===== src/mgbo_pkg.sv =====
// ----------------------------------------------------------------------------
// mgbo_pkg
// Shared types, sizes and helpers of the motion gated box overlap check.
// ----------------------------------------------------------------------------
package mgbo_pkg;

  // Block sizing
  localparam int MAX_MOTION_BOXES = 16;
  localparam int GRID_COLUMNS     = 32;
  localparam int GRID_ROWS        = 24;

  // Fixed field widths
  localparam int MODE_W    = 2;
  localparam int EDGE_W    = 12;
  localparam int CHAN_W    = 12;
  localparam int PCT_W     = 7;
  localparam int MATCH_W   = 4;
  localparam int CFG_IDX_W = 2;
  localparam int CFG_DATA_W = 12;

  // Register reset values
  localparam logic [CHAN_W-1:0] CHAN_WIDTH_RST  = CHAN_W'(320);
  localparam logic [CHAN_W-1:0] CHAN_HEIGHT_RST = CHAN_W'(180);
  localparam logic [PCT_W-1:0]  DETECT_PCT_RST  = PCT_W'(7);
  localparam logic [PCT_W-1:0]  MOTION_PCT_RST  = PCT_W'(40);
  localparam int                PCT_SCALE       = 100;

  // List sizing
  localparam int IDX_W = (MAX_MOTION_BOXES > 1) ? $clog2(MAX_MOTION_BOXES) : 1;
  localparam int CNT_W = $clog2(MAX_MOTION_BOXES + 1);

  // Stored grid edges, saturated to the grid size
  localparam int COL_W  = $clog2(GRID_COLUMNS + 1);
  localparam int ROW_W  = $clog2(GRID_ROWS + 1);
  // Edges after widening an empty box by one cell
  localparam int COLX_W = $clog2(GRID_COLUMNS + 2);
  localparam int ROWX_W = $clog2(GRID_ROWS + 2);

  // Grid to pixel scaling: (edge * chan) / grid by reciprocal multiply
  localparam int COL_PROD_W = COLX_W + CHAN_W;
  localparam int ROW_PROD_W = ROWX_W + CHAN_W;
  localparam int COL_SHIFT  = COL_PROD_W + $clog2(GRID_COLUMNS);
  localparam int ROW_SHIFT  = ROW_PROD_W + $clog2(GRID_ROWS);
  localparam longint COL_RECIP_L =
    ((64'd1 << COL_SHIFT) + GRID_COLUMNS - 1) / GRID_COLUMNS;
  localparam longint ROW_RECIP_L =
    ((64'd1 << ROW_SHIFT) + GRID_ROWS - 1) / GRID_ROWS;
  localparam logic [COL_PROD_W:0] COL_RECIP = (COL_PROD_W + 1)'(COL_RECIP_L);
  localparam logic [ROW_PROD_W:0] ROW_RECIP = (ROW_PROD_W + 1)'(ROW_RECIP_L);
  localparam int COL_MUL_W = 2 * COL_PROD_W + 1;
  localparam int ROW_MUL_W = 2 * ROW_PROD_W + 1;

  // Pixel coordinates, areas and thresholds
  localparam int SC_W   = CHAN_W + 1;          // scaled edge, widened box may pass chan
  localparam int DIFF_W = SC_W + 1;            // signed edge difference
  localparam int AREA_W = 2 * DIFF_W;          // signed area
  localparam int THR_W  = AREA_W + PCT_W;      // area times percent
  localparam int DDIFF_W = CHAN_W + 1;         // signed detector edge difference
  localparam int DAREA_W = 2 * DDIFF_W;

  typedef enum logic [MODE_W-1:0] {
    MODE_CLEAR  = 2'd0,
    MODE_APPEND = 2'd1,
    MODE_CHECK  = 2'd2,
    MODE_NONE   = 2'd3
  } mode_t;

  typedef enum logic [CFG_IDX_W-1:0] {
    CFG_CHAN_WIDTH  = 2'd0,
    CFG_CHAN_HEIGHT = 2'd1,
    CFG_DETECT_PCT  = 2'd2,
    CFG_MOTION_PCT  = 2'd3
  } cfg_idx_t;

  typedef struct packed {
    logic [COL_W-1:0] left;
    logic [ROW_W-1:0] top;
    logic [COL_W-1:0] right;
    logic [ROW_W-1:0] bottom;
  } box_t;

  typedef struct packed {
    logic [EDGE_W-1:0] left;
    logic [EDGE_W-1:0] top;
    logic [EDGE_W-1:0] right;
    logic [EDGE_W-1:0] bottom;
  } det_box_t;

  // Read request that travels with each stored box through the pipeline
  typedef struct packed {
    logic             valid;
    logic             last;
    logic [IDX_W-1:0] idx;
  } walk_tag_t;

  // Per-check settings handed to the match pipeline
  typedef struct packed {
    logic [CHAN_W-1:0] chan_width;
    logic [CHAN_W-1:0] chan_height;
    logic [PCT_W-1:0]  motion_pct;
    det_box_t          det;
    logic [THR_W-1:0]  det_thr;
    logic              det_ok;
  } match_cfg_t;

  typedef struct packed {
    logic             valid;
    logic             last;
    logic             hit;
    logic [IDX_W-1:0] idx;
  } match_res_t;

  function automatic logic [SC_W-1:0] scale_col(input logic [COL_PROD_W-1:0] p);
    logic [COL_MUL_W-1:0] prod;
    prod = COL_MUL_W'(p) * COL_MUL_W'(COL_RECIP);
    return prod[COL_SHIFT +: SC_W];
  endfunction

  function automatic logic [SC_W-1:0] scale_row(input logic [ROW_PROD_W-1:0] p);
    logic [ROW_MUL_W-1:0] prod;
    prod = ROW_MUL_W'(p) * ROW_MUL_W'(ROW_RECIP);
    return prod[ROW_SHIFT +: SC_W];
  endfunction

endpackage


===== src/mgbo_in_if.sv =====
// ----------------------------------------------------------------------------
// mgbo_in_if
// Request channel: list clear, motion box append or detector box check.
// ----------------------------------------------------------------------------
interface mgbo_in_if;
  logic                        valid;
  logic                        ready;
  logic [mgbo_pkg::MODE_W-1:0] mode;
  logic [mgbo_pkg::EDGE_W-1:0] box_left;
  logic [mgbo_pkg::EDGE_W-1:0] box_top;
  logic [mgbo_pkg::EDGE_W-1:0] box_right;
  logic [mgbo_pkg::EDGE_W-1:0] box_bottom;

  modport source (output valid, mode, box_left, box_top, box_right, box_bottom,
                  input ready);
  modport sink   (input valid, mode, box_left, box_top, box_right, box_bottom,
                  output ready);
endinterface


===== src/mgbo_out_if.sv =====
// ----------------------------------------------------------------------------
// mgbo_out_if
// Result channel: one check answer per detector box.
// ----------------------------------------------------------------------------
interface mgbo_out_if;
  logic                         valid;
  logic                         ready;
  logic                         confirmed;
  logic [mgbo_pkg::MATCH_W-1:0] match_index;

  modport source (output valid, confirmed, match_index, input ready);
  modport sink   (input valid, confirmed, match_index, output ready);
endinterface


===== src/mgbo_cfg_if.sv =====
// ----------------------------------------------------------------------------
// mgbo_cfg_if
// Register write channel: register index and write data.
// ----------------------------------------------------------------------------
interface mgbo_cfg_if;
  logic                            valid;
  logic                            ready;
  logic [mgbo_pkg::CFG_IDX_W-1:0]  index;
  logic [mgbo_pkg::CFG_DATA_W-1:0] data;

  modport source (output valid, index, data, input ready);
  modport sink   (input valid, index, data, output ready);
endinterface


===== src/motion_gated_box_overlap_check.sv =====
// ----------------------------------------------------------------------------
// motion_gated_box_overlap_check
// Motion box list with an overlap test of detector boxes against it.
// ----------------------------------------------------------------------------
// Usage:
//   in_ch carries one request per handshake: clear the motion list, append a
//   motion box in grid cells, or check a detector box in channel pixels.
//   Clear and append give no result. A check gives one
//   result on out_ch: confirmed and the index of the first matching box.
//   cfg_ch writes the four registers by index; write them only while idle.
// Check sequence:
//   A check reads the box memory one entry per cycle and feeds each entry
//   through the six-stage match pipeline; requests are taken one at a time.
// Reset:
//   Clears the list count and loads the register defaults. The box memory is
// not cleared; only entries below the count are ever matched.
// Stalls:
//   The result sits in an output register; a new request is taken while it
//   waits, and a further check holds in its last step until the slot frees.
// ----------------------------------------------------------------------------
module motion_gated_box_overlap_check (
  input  logic              clk,
  input  logic              rst_n,
  mgbo_in_if.sink           in_ch,
  mgbo_out_if.source        out_ch,
  mgbo_cfg_if.sink          cfg_ch
);

  localparam int IDX_W = mgbo_pkg::IDX_W;
  localparam int CNT_W = mgbo_pkg::CNT_W;

  typedef enum logic [5:0] {
    S_IDLE  = 6'b000001,
    S_AREA  = 6'b000010,
    S_THR   = 6'b000100,
    S_WALK  = 6'b001000,
    S_DRAIN = 6'b010000,
    S_DONE  = 6'b100000
  } state_t;

  state_t state_r, state_nxt;

  // Configuration registers
  logic [mgbo_pkg::CHAN_W-1:0] chan_width_r, chan_height_r;
  logic [mgbo_pkg::PCT_W-1:0]  detect_pct_r, motion_pct_r;

  assign cfg_ch.ready = 1'b1;

  always_ff @(posedge clk) begin
    if (!rst_n) begin
      chan_width_r  <= mgbo_pkg::CHAN_WIDTH_RST;
      chan_height_r <= mgbo_pkg::CHAN_HEIGHT_RST;
      detect_pct_r  <= mgbo_pkg::DETECT_PCT_RST;
      motion_pct_r  <= mgbo_pkg::MOTION_PCT_RST;
    end else if (cfg_ch.valid) begin
      case (mgbo_pkg::cfg_idx_t'(cfg_ch.index))
        mgbo_pkg::CFG_CHAN_WIDTH:  chan_width_r  <= cfg_ch.data[mgbo_pkg::CHAN_W-1:0];
        mgbo_pkg::CFG_CHAN_HEIGHT: chan_height_r <= cfg_ch.data[mgbo_pkg::CHAN_W-1:0];
        mgbo_pkg::CFG_DETECT_PCT:  detect_pct_r  <= cfg_ch.data[mgbo_pkg::PCT_W-1:0];
        mgbo_pkg::CFG_MOTION_PCT:  motion_pct_r  <= cfg_ch.data[mgbo_pkg::PCT_W-1:0];
        default: ;
      endcase
    end
  end

  // Request decode
  logic in_acc;
  mgbo_pkg::mode_t in_mode;

  assign in_ch.ready = (state_r == S_IDLE);
  assign in_acc      = in_ch.valid && in_ch.ready;
  assign in_mode     = mgbo_pkg::mode_t'(in_ch.mode);

  // Motion box memory and list count
  mgbo_pkg::box_t mem_r [mgbo_pkg::MAX_MOTION_BOXES];
  mgbo_pkg::box_t wr_box, rd_box_r;
  logic [CNT_W-1:0] count_r, issue_r;
  logic             mem_we;
  logic             rd_en, rd_last;
  mgbo_pkg::walk_tag_t rd_tag_r;

  always_comb begin
    wr_box.left   = (in_ch.box_left > mgbo_pkg::EDGE_W'(mgbo_pkg::GRID_COLUMNS)) ?
                    mgbo_pkg::COL_W'(mgbo_pkg::GRID_COLUMNS) :
                    in_ch.box_left[mgbo_pkg::COL_W-1:0];
    wr_box.right  = (in_ch.box_right > mgbo_pkg::EDGE_W'(mgbo_pkg::GRID_COLUMNS)) ?
                    mgbo_pkg::COL_W'(mgbo_pkg::GRID_COLUMNS) :
                    in_ch.box_right[mgbo_pkg::COL_W-1:0];
    wr_box.top    = (in_ch.box_top > mgbo_pkg::EDGE_W'(mgbo_pkg::GRID_ROWS)) ?
                    mgbo_pkg::ROW_W'(mgbo_pkg::GRID_ROWS) :
                    in_ch.box_top[mgbo_pkg::ROW_W-1:0];
    wr_box.bottom = (in_ch.box_bottom > mgbo_pkg::EDGE_W'(mgbo_pkg::GRID_ROWS)) ?
                    mgbo_pkg::ROW_W'(mgbo_pkg::GRID_ROWS) :
                    in_ch.box_bottom[mgbo_pkg::ROW_W-1:0];
  end

  assign mem_we  = in_acc && (in_mode == mgbo_pkg::MODE_APPEND) &&
                   (count_r < CNT_W'(mgbo_pkg::MAX_MOTION_BOXES));
  assign rd_en   = (state_r == S_WALK);
  assign rd_last = ((issue_r + CNT_W'(1)) == count_r);

  always_ff @(posedge clk) begin
    if (mem_we) begin
      mem_r[count_r[IDX_W-1:0]] <= wr_box;
    end
    rd_box_r <= mem_r[issue_r[IDX_W-1:0]];
  end

  always_ff @(posedge clk) begin
    if (!rst_n) begin
      count_r  <= '0;
      rd_tag_r <= '0;
    end else begin
      if (in_acc && (in_mode == mgbo_pkg::MODE_CLEAR)) begin
        count_r <= '0;
      end else if (mem_we) begin
        count_r <= count_r + CNT_W'(1);
      end
      rd_tag_r.valid <= rd_en;
      rd_tag_r.last  <= rd_en && rd_last;
      rd_tag_r.idx   <= issue_r[IDX_W-1:0];
    end
  end

  // Detector box and its area threshold
  mgbo_pkg::det_box_t det_r;
  logic signed [mgbo_pkg::DDIFF_W-1:0] dw, dh;
  logic signed [mgbo_pkg::DAREA_W-1:0] darea_r;
  logic [mgbo_pkg::THR_W-1:0]          dthr_r;
  logic                                det_ok_r;

  assign dw = $signed({1'b0, det_r.right})  - $signed({1'b0, det_r.left});
  assign dh = $signed({1'b0, det_r.bottom}) - $signed({1'b0, det_r.top});

  always_ff @(posedge clk) begin
    if (in_acc) begin
      det_r.left   <= in_ch.box_left;
      det_r.top    <= in_ch.box_top;
      det_r.right  <= in_ch.box_right;
      det_r.bottom <= in_ch.box_bottom;
    end
    if (state_r == S_AREA) begin
      darea_r <= dw * dh;
    end
    if (state_r == S_THR) begin
      dthr_r   <= mgbo_pkg::THR_W'(unsigned'(darea_r)) * mgbo_pkg::THR_W'(detect_pct_r);
      det_ok_r <= (darea_r > 0);
    end
  end

  // Match pipeline
  mgbo_pkg::match_cfg_t mcfg;
  mgbo_pkg::match_res_t res;

  assign mcfg.chan_width  = chan_width_r;
  assign mcfg.chan_height = chan_height_r;
  assign mcfg.motion_pct  = motion_pct_r;
  assign mcfg.det         = det_r;
  assign mcfg.det_thr     = dthr_r;
  assign mcfg.det_ok      = det_ok_r;

  mgbo_match_pipe u_match (
    .clk    (clk),
    .rst_n  (rst_n),
    .rd_tag (rd_tag_r),
    .rd_box (rd_box_r),
    .mcfg   (mcfg),
    .res    (res)
  );

  // Sequencer
  always_comb begin
    state_nxt = state_r;
    case (state_r)
      S_IDLE: begin
        if (in_acc && (in_mode == mgbo_pkg::MODE_CHECK)) begin
          state_nxt = S_AREA;
        end
      end
      S_AREA: state_nxt = S_THR;
      S_THR: begin
        state_nxt = (count_r == '0) ? S_DONE : S_WALK;
      end
      S_WALK: begin
        if (rd_last) begin
          state_nxt = S_DRAIN;
        end
      end
      S_DRAIN: begin
        if (res.valid && res.last) begin
          state_nxt = S_DONE;
        end
      end
      S_DONE: begin
        if (!out_ch.valid || out_ch.ready) begin
          state_nxt = S_IDLE;
        end
      end
      default: state_nxt = S_IDLE;
    endcase
  end

  // First hit wins; later hits are dropped
  logic             found_r;
  logic [IDX_W-1:0] match_idx_r;
  logic             out_valid_r;
  logic             out_conf_r;
  logic [mgbo_pkg::MATCH_W-1:0] out_idx_r;

  assign out_ch.valid       = out_valid_r;
  assign out_ch.confirmed   = out_conf_r;
  assign out_ch.match_index = out_idx_r;

  always_ff @(posedge clk) begin
    if (!rst_n) begin
      state_r     <= S_IDLE;
      issue_r     <= '0;
      found_r     <= 1'b0;
      match_idx_r <= '0;
      out_valid_r <= 1'b0;
      out_conf_r  <= 1'b0;
      out_idx_r   <= '0;
    end else begin
      state_r <= state_nxt;
      if (state_r == S_THR) begin
        issue_r     <= '0;
        found_r     <= 1'b0;
        match_idx_r <= '0;
      end else begin
        if (rd_en) begin
          issue_r <= issue_r + CNT_W'(1);
        end
        if (res.valid && res.hit && !found_r) begin
          found_r     <= 1'b1;
          match_idx_r <= res.idx;
        end
      end
      if (state_r == S_DONE && (!out_valid_r || out_ch.ready)) begin
        out_valid_r <= 1'b1;
        out_conf_r  <= found_r;
        out_idx_r   <= mgbo_pkg::MATCH_W'(match_idx_r);
      end else if (out_ch.ready) begin
        out_valid_r <= 1'b0;
      end
    end
  end

endmodule


===== src/mgbo_match_pipe.sv =====
// ----------------------------------------------------------------------------
// mgbo_match_pipe
// Six-stage pipeline that tests one stored motion box per cycle against the
// current detector box: widen, scale to pixels, overlap, areas, thresholds.
// ----------------------------------------------------------------------------
module mgbo_match_pipe (
  input  logic                   clk,
  input  logic                   rst_n,
  input  mgbo_pkg::walk_tag_t    rd_tag,
  input  mgbo_pkg::box_t         rd_box,
  input  mgbo_pkg::match_cfg_t   mcfg,
  output mgbo_pkg::match_res_t   res
);

  localparam int SC_W   = mgbo_pkg::SC_W;
  localparam int DIFF_W = mgbo_pkg::DIFF_W;
  localparam int AREA_W = mgbo_pkg::AREA_W;
  localparam int THR_W  = mgbo_pkg::THR_W;

  mgbo_pkg::walk_tag_t tag1_r, tag2_r, tag3_r, tag4_r, tag5_r;

  // Stage 1: widen empty edges, multiply by channel size
  logic [mgbo_pkg::COLX_W-1:0] right_w;
  logic [mgbo_pkg::ROWX_W-1:0] bottom_w;
  logic [mgbo_pkg::COL_PROD_W-1:0] pl1_r, pr1_r;
  logic [mgbo_pkg::ROW_PROD_W-1:0] pt1_r, pb1_r;

  always_comb begin
    right_w  = mgbo_pkg::COLX_W'(rd_box.right);
    bottom_w = mgbo_pkg::ROWX_W'(rd_box.bottom);
    if (rd_box.right == rd_box.left) begin
      right_w = mgbo_pkg::COLX_W'(rd_box.right) + mgbo_pkg::COLX_W'(1);
    end
    if (rd_box.bottom == rd_box.top) begin
      bottom_w = mgbo_pkg::ROWX_W'(rd_box.bottom) + mgbo_pkg::ROWX_W'(1);
    end
  end

  always_ff @(posedge clk) begin
    pl1_r <= mgbo_pkg::COL_PROD_W'(rd_box.left) * mgbo_pkg::COL_PROD_W'(mcfg.chan_width);
    pr1_r <= mgbo_pkg::COL_PROD_W'(right_w) * mgbo_pkg::COL_PROD_W'(mcfg.chan_width);
    pt1_r <= mgbo_pkg::ROW_PROD_W'(rd_box.top) * mgbo_pkg::ROW_PROD_W'(mcfg.chan_height);
    pb1_r <= mgbo_pkg::ROW_PROD_W'(bottom_w) * mgbo_pkg::ROW_PROD_W'(mcfg.chan_height);
  end

  // Stage 2: divide by grid size through the reciprocal
  logic [SC_W-1:0] mx1_r, mx2_r, my1_r, my2_r;

  always_ff @(posedge clk) begin
    mx1_r <= mgbo_pkg::scale_col(pl1_r);
    mx2_r <= mgbo_pkg::scale_col(pr1_r);
    my1_r <= mgbo_pkg::scale_row(pt1_r);
    my2_r <= mgbo_pkg::scale_row(pb1_r);
  end

  // Stage 3: overlap extents and motion box extents
  logic [SC_W-1:0] dx1, dy1, dx2, dy2;
  logic [SC_W-1:0] ix1, iy1, ix2, iy2;
  logic signed [DIFF_W-1:0] iw_s, ih_s;
  logic [SC_W-1:0] iw3_r, ih3_r;
  logic signed [DIFF_W-1:0] mw3_r, mh3_r;

  always_comb begin
    dx1 = SC_W'(mcfg.det.left);
    dy1 = SC_W'(mcfg.det.top);
    dx2 = SC_W'(mcfg.det.right);
    dy2 = SC_W'(mcfg.det.bottom);
    ix1 = (mx1_r > dx1) ? mx1_r : dx1;
    iy1 = (my1_r > dy1) ? my1_r : dy1;
    ix2 = (mx2_r < dx2) ? mx2_r : dx2;
    iy2 = (my2_r < dy2) ? my2_r : dy2;
    iw_s = $signed({1'b0, ix2}) - $signed({1'b0, ix1});
    ih_s = $signed({1'b0, iy2}) - $signed({1'b0, iy1});
  end

  always_ff @(posedge clk) begin
    // clamp disjoint extents to zero
    iw3_r <= iw_s[DIFF_W-1] ? '0 : iw_s[SC_W-1:0];
    ih3_r <= ih_s[DIFF_W-1] ? '0 : ih_s[SC_W-1:0];
    mw3_r <= $signed({1'b0, mx2_r}) - $signed({1'b0, mx1_r});
    mh3_r <= $signed({1'b0, my2_r}) - $signed({1'b0, my1_r});
  end

  // Stage 4: overlap area and motion box area
  logic [2*SC_W-1:0]        inter4_r;
  logic signed [AREA_W-1:0] marea4_r;

  always_ff @(posedge clk) begin
    inter4_r <= (2*SC_W)'(iw3_r) * (2*SC_W)'(ih3_r);
    marea4_r <= mw3_r * mh3_r;
  end

  // Stage 5: scale to percent
  logic [THR_W-1:0] inter5_r, mthr5_r;
  logic             mok5_r;

  always_ff @(posedge clk) begin
    inter5_r <= THR_W'(inter4_r) * THR_W'(mgbo_pkg::PCT_SCALE);
    mthr5_r  <= THR_W'(unsigned'(marea4_r)) * THR_W'(mcfg.motion_pct);
    mok5_r   <= (marea4_r > 0);
  end

  // Stage 6: both thresholds, and the tag pipeline
  always_ff @(posedge clk) begin
    res.hit <= mcfg.det_ok && mok5_r && (inter5_r >= mcfg.det_thr) &&
               (inter5_r >= mthr5_r);
    res.idx  <= tag5_r.idx;
    res.last <= tag5_r.last;
    if (!rst_n) begin
      tag1_r    <= '0;
      tag2_r    <= '0;
      tag3_r    <= '0;
      tag4_r    <= '0;
      tag5_r    <= '0;
      res.valid <= 1'b0;
    end else begin
      tag1_r    <= rd_tag;
      tag2_r    <= tag1_r;
      tag3_r    <= tag2_r;
      tag4_r    <= tag3_r;
      tag5_r    <= tag4_r;
      res.valid <= tag5_r.valid;
    end
  end

endmodule

===== src/flat_wrapper.sv =====
// flat-port wrapper written by rule: the top's interface ports become plain ports
module motion_gated_box_overlap_check_flat 
  (clk, rst_n, in_ch_valid, in_ch_mode, in_ch_box_left, in_ch_box_top, in_ch_box_right, in_ch_box_bottom, in_ch_ready, out_ch_valid, out_ch_confirmed, out_ch_match_index, out_ch_ready, cfg_ch_valid, cfg_ch_index, cfg_ch_data, cfg_ch_ready);
  mgbo_in_if in_ch_i ();
  mgbo_out_if out_ch_i ();
  mgbo_cfg_if cfg_ch_i ();
  input  logic clk;
  input  logic rst_n;
  input wire logic [$bits(in_ch_i.valid)-1:0] in_ch_valid;
  input wire logic [$bits(in_ch_i.mode)-1:0] in_ch_mode;
  input wire logic [$bits(in_ch_i.box_left)-1:0] in_ch_box_left;
  input wire logic [$bits(in_ch_i.box_top)-1:0] in_ch_box_top;
  input wire logic [$bits(in_ch_i.box_right)-1:0] in_ch_box_right;
  input wire logic [$bits(in_ch_i.box_bottom)-1:0] in_ch_box_bottom;
  output wire logic [$bits(in_ch_i.ready)-1:0] in_ch_ready;
  output wire logic [$bits(out_ch_i.valid)-1:0] out_ch_valid;
  output wire logic [$bits(out_ch_i.confirmed)-1:0] out_ch_confirmed;
  output wire logic [$bits(out_ch_i.match_index)-1:0] out_ch_match_index;
  input wire logic [$bits(out_ch_i.ready)-1:0] out_ch_ready;
  input wire logic [$bits(cfg_ch_i.valid)-1:0] cfg_ch_valid;
  input wire logic [$bits(cfg_ch_i.index)-1:0] cfg_ch_index;
  input wire logic [$bits(cfg_ch_i.data)-1:0] cfg_ch_data;
  output wire logic [$bits(cfg_ch_i.ready)-1:0] cfg_ch_ready;
  assign in_ch_i.valid = in_ch_valid;
  assign in_ch_i.mode = in_ch_mode;
  assign in_ch_i.box_left = in_ch_box_left;
  assign in_ch_i.box_top = in_ch_box_top;
  assign in_ch_i.box_right = in_ch_box_right;
  assign in_ch_i.box_bottom = in_ch_box_bottom;
  assign in_ch_ready = in_ch_i.ready;
  assign out_ch_valid = out_ch_i.valid;
  assign out_ch_confirmed = out_ch_i.confirmed;
  assign out_ch_match_index = out_ch_i.match_index;
  assign out_ch_i.ready = out_ch_ready;
  assign cfg_ch_i.valid = cfg_ch_valid;
  assign cfg_ch_i.index = cfg_ch_index;
  assign cfg_ch_i.data = cfg_ch_data;
  assign cfg_ch_ready = cfg_ch_i.ready;
  motion_gated_box_overlap_check u_core (.clk(clk), .rst_n(rst_n), .in_ch(in_ch_i), .out_ch(out_ch_i), .cfg_ch(cfg_ch_i));
endmodule

===== config.mk =====
export PLATFORM = sky130hd
export DESIGN_NAME = motion_gated_box_overlap_check_flat
export DESIGN_NICKNAME = d
export VERILOG_FILES = /design/src/mgbo_pkg.sv /design/src/mgbo_in_if.sv /design/src/mgbo_out_if.sv /design/src/mgbo_cfg_if.sv /design/src/motion_gated_box_overlap_check.sv /design/src/mgbo_match_pipe.sv /design/src/flat_wrapper.sv
export SDC_FILE = /design/constraint.sdc
export NUM_CORES = 2
export LEC_CHECK = 0
export BUFFER_PORTS_ARGS = -buffer_cell sky130_fd_sc_hd__buf_2
export CORE_MARGIN = 1.5
export CORE_UTILIZATION = 55
export DETAILED_ROUTE_END_ITERATION = 10
export HOLD_SLACK_MARGIN = 0.1
export PLACE_DENSITY_LB_ADDON = 0.12
export SYNTH_ARGS = -nofsm -noshare
export SYNTH_HDL_FRONTEND = slang
export SYNTH_HIERARCHICAL = 1
export SYNTH_SLANG_ARGS = --single-unit

===== constraint.sdc =====
create_clock -name clk -period 7.5 [get_ports clk]
set_clock_uncertainty 0.05 [all_clocks]
set_input_delay 0.375 -clock clk [delete_from_list [all_inputs] [get_ports clk]]
set_output_delay 0.375 -clock clk [all_outputs]
set_load 0.01 [all_outputs]

# Word-level counts from Yosys, hierarchy flattened
# Memories as Yosys holds them, arrays and structs flattened. A register that Yosys moved wholly into a read port is not among the register bits.
# Cells that the tools add are included.
totals:
  register_bits: 513
  ram_bits: 352
  input_bits: 69
  elab_cells: 160
  n_memories: 1
memory_table:
  columns: ["memory", "depth", "word_bits", "read_ports", "rd_clocked_by_memory_dff", "wr", "line_no", "source"]
  rows:
  - ["u_core.mem_r", 16, 22, 1, 1, 1, "motion_gated_box_overlap_check.sv:75", "mgbo_pkg::box_t mem_r [mgbo_pkg::MAX_MOTION_BOXES];"]
classes:
  addsub: 10
  mul: 12
  magnitude_cmp: 13
  eq_ne: 18
  mux: 20
  bitwise_logic: 1
  reduce_logical: 27
op_table:
  columns: ["op", "n"]
  rows:
  - ["multiplier 17 x 18 -> 35 bit (second input constant)", 2]
  - ["subtractor 13 x 13 -> 14 bit", 4]
  - ["multiplier 13 x 13 -> 26 bit", 2]
  - ["2-to-1 mux 13 bit", 4]
  - ["2-to-1 mux 6 bit", 8]
  - ["multiplier 6 x 12 -> 18 bit", 2]
  - ["one-hot mux 6 bit (6 select lines)", 1]
  - ["greater-or-equal comparator 33 x 35 -> 1 bit", 1]
  - ["multiplier 28 x 7 -> 35 bit", 1]
  - ["multiplier 5 x 12 -> 17 bit", 2]
  - ["greater-or-equal comparator 33 bit", 1]
  - ["multiplier 26 x 7 -> 33 bit", 1]
  - ["multiplier 26 x 5 -> 31 bit (second input constant)", 1]
  - ["> comparator 28 x 1 -> 1 bit (second input constant)", 1]
  - ["multiplier 14 x 14 -> 28 bit", 1]
  - ["> comparator 13 x 12 -> 1 bit", 2]
  - ["> comparator 26 x 1 -> 1 bit (second input constant)", 1]
  - ["< comparator 13 x 12 -> 1 bit", 2]
  - ["subtractor 12 x 12 -> 13 bit", 2]
  - ["> comparator 12 x 5 -> 1 bit (second input constant)", 2]
  - ["> comparator 12 x 6 -> 1 bit (second input constant)", 2]
  - ["adder 5 x 1 -> 5 bit (second input constant)", 3]
  - ["2-to-1 mux 5 bit", 3]
  - ["logical AND 1 bit", 13]
  - ["24 further kinds", 39]

# Depth between registers and ports, before layout
logic_depth:
  word_depth: 6
  ltp_mapped: 32

# Hierarchy
# Netlist, hierarchy kept.
modules_own_cells:
  columns: ["module", "instances", "cells_each", "area_per_inst_um2", "seq_area_each_um2"]
  rows:
  - ["mgbo_match_pipe", 1, 5595, 50598.5, 6486.2]
  - ["motion_gated_box_overlap_check", 1, 2561, 33095.5, 15675.0]

# Least setup slack after synthesis
# No wires, ideal clock.
synth_timing:
  kind: "register to register"
  startpoint: "register u_core/det_r[36] (netlist name)"
  endpoint: "register u_core/darea_r[23] (netlist name) (data pin)"
  setup_ps: 258
  arrival_ps: 7133
  required_time_ps: 7192
  slack_ps: 58
  path_stages_with_launch: 30
  period_less_slack_ps: 7442
  path_cell_list: "edfxtp_1 ha_1 fa_1 nor2b_1 o21ai_2 a21boi_2 o21ai_1 a211oi_2 nor3_2 xor2_1 nor2_1 fa_1 inv_1 fa_1 inv_1 fa_1 fa_1 fa_1 inv_1 fa_1 inv_1 ha_1 a21o_1 a2111oi_0 a21bo_2 nand3_1 nand4_1 a31o_2 a21oi_1 xnor2_1"
synth_between:
  elab_chain_cells: 2
synth_rtl:
  columns: ["element", "line_no", "source"]
  rows:
  - ["start: declaration", "motion_gated_box_overlap_check.sv:126", "mgbo_pkg::det_box_t det_r;"]
  - ["subtractor 12 x 12 -> 13 bit", "motion_gated_box_overlap_check.sv:132", "assign dw = $signed({1'b0, det_r.right}) - $signed({1'b0, det_r.left});"]
  - ["multiplier 13 x 13 -> 26 bit", "motion_gated_box_overlap_check.sv:143", "darea_r <= dw * dh;"]
  - ["end signal: assignment", "motion_gated_box_overlap_check.sv:143", null]
  - ["end: declaration", "motion_gated_box_overlap_check.sv:128", "logic signed [mgbo_pkg::DAREA_W-1:0] darea_r;"]
# No other way between the ends.
# A chain may end at the register's enable or synchronous reset.

# Final worst setup path
layout_timing:
  startpoint: "register u_core/det_r[37] (netlist name)"
  endpoint: "register u_core/darea_r[23] (netlist name) (data pin)"
# The elaborated chain is that of the path after synthesis.

==> run metrics <==
run status=finished clean; largest stage delay on the critical path=0.51 ns; drt drc=0; Core ar.=150,000 sq um; Port Buffers=75; Avg Inst Size Synth=10.3 sq um; Yosys cell types=104; Synth area leaders=fa_1, edfxtp_1, ha_1, dfxtp_1, inv_1; number of synthesized flops with an enable pin=460; Slew HR=0.140; CTS tree=done; critical-path maximum fanout=3; Hold Crit Depth=4; die height=393 um; routed wire length=209 mm; Synthesis Warnings=6; Tmin final=7.30 ns; initial antenna violation count=19; Hold Slack=0.170 ns; fin. max-slew vios=0; synthesis-to-finish area growth=8.79%; CP arrival=7.68 ns; pin count of the biggest net entering global routing=73; vias per cell=5.56; max-cap violation count=0; Nets=10,300; Worst Tran Pin Value=1.29 ns; clock root cell=clkbuf_16; Starting Density=0.556; Setup CP Type=reg -> reg; Clock Path Buffers=3; Tcrit/Tclk final=0.973; CTS buffer count=96; data required time of the worst path=7.89 ns; DRT iter0 DRCs=3,896; global-route wire length before repair=333 mm; via count=57,700; I/O pin total=77; slowest CP cell=fa_1; vias in the first global route=60,300; DR pass1 iterations=5; clock input transition at the sequential cells of the worst setup and hold paths=0.06 ns; layout cells sized above 1=0.0745; GPL Wtd Cong=0.924; dpl hpwl=163 mm; die area=155,000 sq um; dpl ws=-0.139 ns; Yosys top cell by area=fa_1; unrepaired setup endpoints after global routing=yes; Cell Area, Synth=83,700 sq um; final worst slack=0.204 ns; final hold viol count=0; Worst setup SP type=register; clock latency on the worst-skew pair=0.78 ns; # clock sinks=877; die width=393 um; fmax=137 MHz; # setup viols final=0; Final ANT Viol Nets=0; Worst Setup End Kind=register; Cell Rows=142; total gr overflow=0; Syn Inst Count=8,156; most frequent cells in the layout=inv_1, fa_1, ha_1; Wirelength per Cell=20.1 um; most common cell after layout, fill and taps aside=inv_1; worst r2r path cells=29; main flop type after synthesis=edfxtp_1; htree depth=3; register area share after synthesis=0.265; min-delay worst type=in -> reg; Synth top area share=0.253; flops & latches, synth=877; GR Util All Layers=0.280; CP dominant cell by count=fa_1; Post-synth ARST share=0
cell usage after synthesis (13+ instances only):
master	count
o21a_1	55
ha_1	916
o311ai_0	13
a31oi_1	24
buf_2	22
a21o_1	113
o211ai_1	21
a211o_1	31
mux2i_1	30
o21bai_1	30
a211oi_1	34
inv_1	1452
o21ai_0	90
xor2_1	79
nand2b_1	81
nor3_1	77
a22oi_1	23
o21ai_1	50
buf_1	15
a21boi_0	29
nor2_1	298
a21oi_1	259
dfxtp_1	417
fa_1	1059
nor4_1	22
nand3_1	141
and2_1	402
a21boi_1	17
nor2b_1	82
xnor2_1	226
clkbuf_1	237
or2_2	17
nand4_1	45
or3_1	20
and3_1	62
mux4_2	110
edfxtp_1	460
nand2_1	911
cell type report:
type                            count  area (sq um)
Clock buffer                      122          2660
Clock inverter                     58           679
Fill cell                       12700         59400
Sequential cell                   877         22200
Tap cell                         2016          2520
Antenna cell                       18          45.0
Multi-Input combinational cell   5549         55200
Inverter                         1454          5460
Timing Repair Buffer              299          2270
repair_timing:
action | CTS | global route
endpoints found under the setup margin | 3 | 9
setup buffers | 3 | 8
hold buffers | 66 | 0
endpoints found under the hold margin | 117 | 0
pin swaps | 10 | 26
gates resized for setup | 10 | 33
through the flow:
stage	util	cells	area, sq um	TNS, ns
finish	0.605	10400	91000	0
global route	0.605	10400	91000	-0.265
CTS	0.603	10400	90800	0
detailed placement	0.576	10100	86700	-0.139
global placement	0.576	10100	86700	-0.0446
floorplan	-	8158	83700	0
worst max-delay path, delay by kind of cell, from the launching register on:
kind | cells | cell delay (ns)
adder cells (fa/ha/maj) | 8 | 3.35
AO/OA/AOI/OAI | 10 | 2.15
AND/OR/NAND/NOR | 4 | 0.41
buffers and inverters | 5 | 0.31
flip-flops | 1 | 0.42
XOR/XNOR | 2 | 0.30
cells by family (layout without fill, tap and decap cells):
kind of cell | count (synthesis) | in the layout | synth area share
AOI/OAI and AO/OA | 913 | 913 | 0.0741
DFF | 877 | 877 | 0.265
buffers and inverters | 1732 | 1933 | 0.0782
other | 3 | 23 | 0.000135
muxes | 142 | 142 | 0.0335
adders and majority gates | 1975 | 1975 | 0.390
xor gates and xnor gates | 307 | 307 | 0.0323
and+or+nand+nor | 2207 | 2207 | 0.127
flip-flops by register name, summed over array words and instances (netlist names), 14 cells and up:
name and cells:
u_core/u_match/marea4_r 28, u_core/darea_r 26, u_core/u_match/pt1_r 17, u_core/u_match/inter5_r 31
u_core/dthr_r 33, u_core/u_match/mthr5_r 35, u_core/mem_r 352, u_core/det_r 48
u_core/rd_box_r 22, u_core/u_match/mw3_r 14, u_core/u_match/inter4_r 26, u_core/u_match/mh3_r 14
u_core/u_match/pb1_r 17
final timing paths:
path | from | endpoint | slack (ns)
max | u_core/det_r[37] | u_core/darea_r[23] | 0.20
min | in_ch_valid | u_core/count_r[3] | 0.17
min reg2reg | u_core/u_match/pl1_r[5] | u_core/u_match/mx1_r[0] | 0.27
max reg2reg | u_core/det_r[37] | u_core/darea_r[23] | 0.20
routing by layer:
metal,up-vias,wire (um),global-route usage
met5,-,80,0
li1,26800,-,-
met3,405,12700,0.0490
met4,14,8720,0.112
met2,1665,100000,0.466
met1,28900,87500,0.361
Power is left out: the tool's default activity adds up to more than one toggle a clock period on the data nets, which glitch-free logic cannot reach.
